`config.mk`:
```
export PLATFORM = sky130hd
export DESIGN_NAME = srot_regs
export DESIGN_NICKNAME = d
export VERILOG_FILES = /design/src/srot_pkg.sv /design/src/srot_regs.sv
export SDC_FILE = /design/constraint.sdc
export NUM_CORES = 1
export LEC_CHECK = 0
export BUFFER_PORTS_ARGS = -buffer_cell sky130_fd_sc_hd__buf_2
export CORE_MARGIN = 2
export CORE_UTILIZATION = 45
export CTS_CLUSTER_SIZE = 12
export DETAILED_ROUTE_END_ITERATION = 10
export GPL_ROUTABILITY_DRIVEN = 0
export PLACE_DENSITY = 0.73
export SYNTH_ARGS = -nofsm -noshare
export SYNTH_HDL_FRONTEND = slang
export SYNTH_SLANG_ARGS = --single-unit
```
`constraint.sdc`:
```
create_clock -name clk -period 1.8 [get_ports clk]
set_input_delay 0.36 -clock clk [delete_from_list [all_inputs] [get_ports clk]]
set_output_delay 0.36 -clock clk [all_outputs]
set_load 0.01 [all_outputs]
```
`src/srot_pkg.sv`:
```
// Shared types and constants for the symmetric tensor rotation block.
package srot_pkg;

  localparam int APB_DATA_W = 64;
  localparam int APB_ADDR_W = 5;
  localparam int NUM_OUT    = 6;

  typedef logic [1:0] reg_idx_t;
  localparam reg_idx_t REG_COL0 = 2'd0;
  localparam reg_idx_t REG_COL1 = 2'd1;
  localparam reg_idx_t REG_COL2 = 2'd2;

  typedef logic [1:0] col_idx_t;

  // Output component j = a[OUT_LEFT[j]] . s[OUT_RIGHT[j]]  (xx yy zz xy yz zx)
  localparam col_idx_t OUT_LEFT  [NUM_OUT] = '{2'd0, 2'd1, 2'd2, 2'd0, 2'd1, 2'd0};
  localparam col_idx_t OUT_RIGHT [NUM_OUT] = '{2'd0, 2'd1, 2'd2, 2'd1, 2'd2, 2'd2};

  typedef struct packed {
    logic valid;
    logic last;
  } beat_ctl_t;

endpackage

```
`src/srot_regs.sv`:
```
// APB register file holding the three frame matrix columns.
module srot_regs #(
  parameter int COEF_WIDTH = 20
) (
  input  logic                              clk,
  input  logic                              rst,
  input  logic                              psel,
  input  logic                              penable,
  input  logic                              pwrite,
  input  logic [srot_pkg::APB_ADDR_W-1:0]   paddr,
  input  logic [srot_pkg::APB_DATA_W-1:0]   pwdata,
  output logic [srot_pkg::APB_DATA_W-1:0]   prdata,
  output logic                              pready,
  output logic [3*COEF_WIDTH-1:0]           col [3]
);

  localparam int COL_W = 3 * COEF_WIDTH;
  localparam int FRAC  = COEF_WIDTH - 2;

  srot_pkg::reg_idx_t sel;
  logic               wr;

  assign sel    = paddr[srot_pkg::APB_ADDR_W-1:3];
  assign wr     = psel && penable && pwrite;
  assign pready = 1'b1;

  // Reset to the identity: 1.0 on each diagonal entry.
  always_ff @(posedge clk) begin
    if (rst) begin
      col[0] <= COL_W'(1) << FRAC;
      col[1] <= COL_W'(1) << (FRAC + COEF_WIDTH);
      col[2] <= COL_W'(1) << (FRAC + 2 * COEF_WIDTH);
    end else if (wr) begin
      unique case (sel)
        srot_pkg::REG_COL0: col[0] <= pwdata[COL_W-1:0];
        srot_pkg::REG_COL1: col[1] <= pwdata[COL_W-1:0];
        srot_pkg::REG_COL2: col[2] <= pwdata[COL_W-1:0];
        default: ;
      endcase
    end
  end

  always_comb begin
    unique case (sel)
      srot_pkg::REG_COL0: prdata = srot_pkg::APB_DATA_W'(col[0]);
      srot_pkg::REG_COL1: prdata = srot_pkg::APB_DATA_W'(col[1]);
      srot_pkg::REG_COL2: prdata = srot_pkg::APB_DATA_W'(col[2]);
      default:            prdata = '0;
    endcase
  end

endmodule

```
### Yosys cells after proc, flatten, opt, wreduce, memory -nomap -nowiden

Cells that the tools add are included.

| cells by class | value |
|---|---|
| equality and inequality tests | 2 |
| multiplexer cells | 1 |
| reductions and logical operators | 6 |

Operators by type and width:

| cell | number |
|---|---|
| case mux 60 bit (3 select lines) | 1 |
| AND reduction 2 bit | 3 |
| equality test 2 x 1 -> 1 bit, second input constant | 1 |
| equality test 2 bit, second input constant | 1 |
| logical AND 1 bit | 2 |
| logical NOT 2 bit | 1 |

| storage, ports and cells | value |
|---|---|
| flip-flop bits (word level) | 180 |
| output and inout bits | 245 |
| word-level logic and storage cells | 12 |

### Longest topological paths before layout

| depth | value |
|---|---|
| depth in word-level cells | 3 |
| gate-level depth with buffers | 6 |

### Worst setup path before layout

Ideal clock, no wire load.

| timing | value |
|---|---|
| path kind | input-to-reg |
| from | input port paddr[4] (netlist name) |
| to | register col[100] (netlist name) |
| library setup time | 0.120 ns |
| arrival | 1.394 ns |
| data required time | 1.680 ns |
| path slack | 0.287 ns |
| stages | 6 |
| path buffers | 4 |
| cells stage by stage | clkbuf_1 > or3b_1 > clkbuf_1 > buf_6 > buf_6 > mux2i_1 |

| between the ends | value |
|---|---|
| word-level cells in the longest chain between the ends | 2 |

RTL lines:

| what | line | text |
|---|---|---|
| from (decl) | srot_regs.sv:10 | `input logic [srot_pkg::APB_ADDR_W-1:0] paddr,` |
| equality test 2 x 1 -> 1 bit | srot_regs.sv:34 | `unique case (sel)` |
| AND reduction 2 bit (no source line) | - |  |
| to (decl) | srot_regs.sv:14 | `output logic [3*COEF_WIDTH-1:0] col [3]` |

Every way passes these cells.
A chain may end at the register's enable or synchronous reset.

### Worst setup path in the final report

| timing | value |
|---|---|
| from | input port paddr[3] (netlist name) |
| to | output port prdata[4] (netlist name) |

| between the ends | value |
|---|---|
| word-level cells in the longest chain between the ends | 2 |
| elaborated cells on any way between the ends | 4 |
| those cells by class | 2 x eq/ne; 1 x mux; 1 x reduce/logical |

RTL lines:

| what | line | text |
|---|---|---|
| equality test 2 bit, or another cell as far along | srot_regs.sv:44 | `unique case (sel)` |
| case mux 60 bit (3 select lines) (*) | srot_regs.sv:44 |  |
| to (decl) | srot_regs.sv:12 | `output logic [srot_pkg::APB_DATA_W-1:0] prdata,` |

Every way passes the cells marked *; elsewhere a longest branch is shown, timed or not.

==> results <==
- The flow ran to the end, and the final reports show no timing, DRC or antenna violations.
- Net switching is 25.2% of the power.
- The deepest level of the CTS H-tree is 4.
- The final max-slew violation count was 0.
- The combinational cell fraction of total power is 8.4%.
- Relative to the synthesized area, the layout overhead comes to 29.2%.
- The setup-violating endpoint count in the final report is 0.
- The initial antenna violation count was 0.
- The routed design uses 1.06 mm of met3 wire.
- The via count of the first global-routing pass was 6787.
- Broken down by cell family, the worst path's largest delay share belongs to buffers and inverters.
- The via density per instance is 4.96.
- Clock latency on the worst-skew pair, taken at its later pin, is 0.42 ns.
- Leaving out fill and tap cells, the most frequent cell in the layout is sky130_fd_sc_hd__buf_2.
- For this block, the routed nets add up to 22.2 mm of wire.
- The power per unit of standard cell area is 764 nW/um2.
- Summed over all failing endpoints, the final setup total negative slack is 0 ns.
- For the worst setup path, the data required time is 1.44 ns.
- The violation count after the first detailed-route iteration is 275.
- The most repeated library cell on the critical path is sky130_fd_sc_hd__buf_4.
- The fraction of final layout cells sized beyond drive strength 1 is 32.0%.
- The worst min-delay path category is input pin to flip-flop.
- TritonCTS created 17 clock buffers.
- Derived from the worst setup path, the maximum achievable clock frequency is 0.593 GHz.
- The initial core utilization is 45.5%.
- The slowest stage of the critical path belongs to the cell sky130_fd_sc_hd__buf_4.
- The clock network power share is 42.7%.
- The wire length the detailed router placed on met1 is 9.65 mm.
- The count of state elements after synthesis is 180.
- The post-synthesis cell type with the largest combined area is sky130_fd_sc_hd__dfxtp_1.
- The share of the yosys chip area belonging to registers is 42.7%.
- The worst setup path is launched from an input pin.
- Of the available clock period, the critical path in the final layout requires 93.7%.
- In the layout the commonest cells are sky130_fd_sc_hd__buf_2, sky130_fd_sc_hd__mux2i_1, sky130_fd_sc_hd__nand2b_1, sky130_fd_sc_hd__dfxtp_1.
- The highest layer touched by signal routing is met4.
- In this run the post-CTS setup repair buffer count came out at 0.
- The internal portion of the total power is 6.23 mW.
- The endpoint kind of the worst setup timing path is an output port.
- The average instance in the mapped netlist occupies 9.73 um2.
- Ranked by total cell area, the synthesized netlist is headed by sky130_fd_sc_hd__dfxtp_1, sky130_fd_sc_hd__mux2i_1, sky130_fd_sc_hd__nand2b_1.
- The critical path is of the input pin to output port type.
- The signal arrival time at the worst endpoint is 1.33 ns.
- The area of the core is 18500 um2.
- The number of resized instances in the post-cts repair step is 0.
- The DRC violation count after routing is 0.
- The area of placed instances is 10300 um2.
- The worst-case clock skew is 0 ns.
- Of the total power, registers draw 49.0%.
- The switching power is 2.10 mW.
- Summed over all cells, the static leakage comes to 5.63 nW.
- In this run the remaining antenna-violating nets after routing total 0.
- The number of port buffers is 306.
- The repair_antennas step left the layout with diodes totalling 0.
- The number of hold-slack violations in the final timing report is 0.
- After the last flow step, the layout net total stands at 1225.
- The clock passes through at most 2 buffers.
- The overall die width is 141 um.
- The library cell used as clock root buffer is sky130_fd_sc_hd__clkbuf_16.
- The CTS sink count is 180.
- For this run the aggregate overflow at the end of global routing stands at 0.
- The least setup slack across all paths after layout is 0.114 ns.
- The critical path's largest stage delay is 0.32 ns.
- Summed over its instances, the top area cell type makes up 42.7% of the synthesized netlist area.
- The post-layout instance area is 10900 um2.
- The warning count from the yosys run is 0.
- The worst-case register-to-register setup slack is 1.10 ns.
- The die covers 19800 um2.
- The wire length on met2 is 11.1 mm.
- The register containing the most flip-flops in the final layout is col.
- The number of instances in the synthesized netlist is 866.
- The flip-flop count of the largest register, all copies and words added is 180.
- The vertical die dimension is 141 um.
- Setup repair after global routing left no endpoint under its margin.
- The first-pass GRT wire length is 35.3 mm.
- The top-level I/O count is 319.
- The wire length per cell after detailed routing is 15.9 um.
- The minimum clock period after layout is 1.69 ns.
- The synthesized netlist occupies a cell area of 8430 um2.
- The largest driver fanout on the critical path is 17.
- Detailed placement ended at an HPWL of 15.9 mm.
- The clock slew seen by the registers of the worst setup and hold paths is 0.07 ns.
- The largest net degree at the start of global routing is 86.
- TritonCTS built the clock tree.
- Before CTS, the worst setup slack after placement is 0.0517 ns.
- The count of hold-fix buffers inserted at cts is 0.
- The final-layout fill cell count is 1598.
- After synthesis, the netlist uses 18 different library cells.
- The row count is 50.
- The largest registers in the layout are col: 180 flops.
- The tool flagged a number of max-cap violations equal to 0.
- The worst vdd rail ir drop is 607 uV.
- The buffers plus inverters on the worst setup path is 3.
- The signal on the critical path passes through buf_4 -> buf_4 -> mux2i_1 -> o21ai_0 -> buf_2.
- The first-pass iteration count of the detailed router is 4.
- Global routing consumed, over all layers together, 22.1% of the routing resources.
- The routed layout has 6938 vias.
[worst min-delay path, delay by kind of cell]
kind | cells | cell delay (ns)
simple gates | 1 | 0.04
mux | 1 | 0.10
buf+inv | 1 | 0.09
[power by group through the flow]
stage	Combinational (mW)	Sequential [mW]	Clock [mW]
6_report	0.698	4.08	3.55
5_1_grt	0.755	4.08	3.83
4_1_cts	0.704	4.08	3.62
2_1_floorplan	0.410	4.18	0
3_3_place_gp	0.692	4.17	0
3_5_place_dp	0.701	4.17	0
[cells in the mapped netlist (all sizes together)]
cell      n
nor3b     1
nor2      6
dfxtp   180
nand2    60
nor2b     1
mux2i   240
or3       1
o21ai    60
nor3      1
conb      2
clkbuf   44
or3b      1
buf      30
nand2b  237
nand4     1
nand3     1
[cell families after synthesis]
family / count (synthesis) / share of synthesized area (%)
other: 2 / 0.0891
AOI/OAI and AO/OA: 60 / 3.56
DFF: 180 / 42.7
buffers and inverters: 74 / 4.04
muxes: 240 / 28.5
and+or+nand+nor: 310 / 21.1
[final timing paths]
check	startpoint	endpoint	cells after the start
worst max-delay path	paddr[3]	prdata[4]	5
worst min-delay path	pwdata[58]	col[58]$_SDFFE_PP1P_	3
worst min register to register	col[147]$_SDFFE_PP0P_	col[147]$_SDFFE_PP0P_	2
worst max register to register	col[17]$_SDFFE_PP0P_	col[17]$_SDFFE_PP0P_	2
[cell type report]
type                            count  area, um2  share of cell area (%)
Clock buffer                       19        443                    4.07
Tap cell                          234        293                    2.69
Multi-Input combinational cell    615       4520                    41.5
Sequential cell                   180       3600                    33.1
Clock inverter                     13        118                    1.08
Timing Repair Buffer              337       1920                    17.6
[per-layer routing]
metal	GRT usage, %	vias up
li1	-	3444
met1	26.5	3271
met2	39.4	198
met3	4.62	25
met4	7.26	0
met5	0	-
[per-stage QoR]
step	cells	total power [mW]	util [%]	hold slack [ns]
6_report	1398	8.33	58.8	0.209
5_1_grt	1398	8.67	58.8	0.195
4_1_cts	1398	8.40	58.8	0.194
3_5_place_dp	1366	4.87	55.8	0.480
3_3_place_gp	1366	4.86	55.8	0.469
2_1_floorplan	869	4.59	-	0.504
Power figures use the tool's default switching activity.
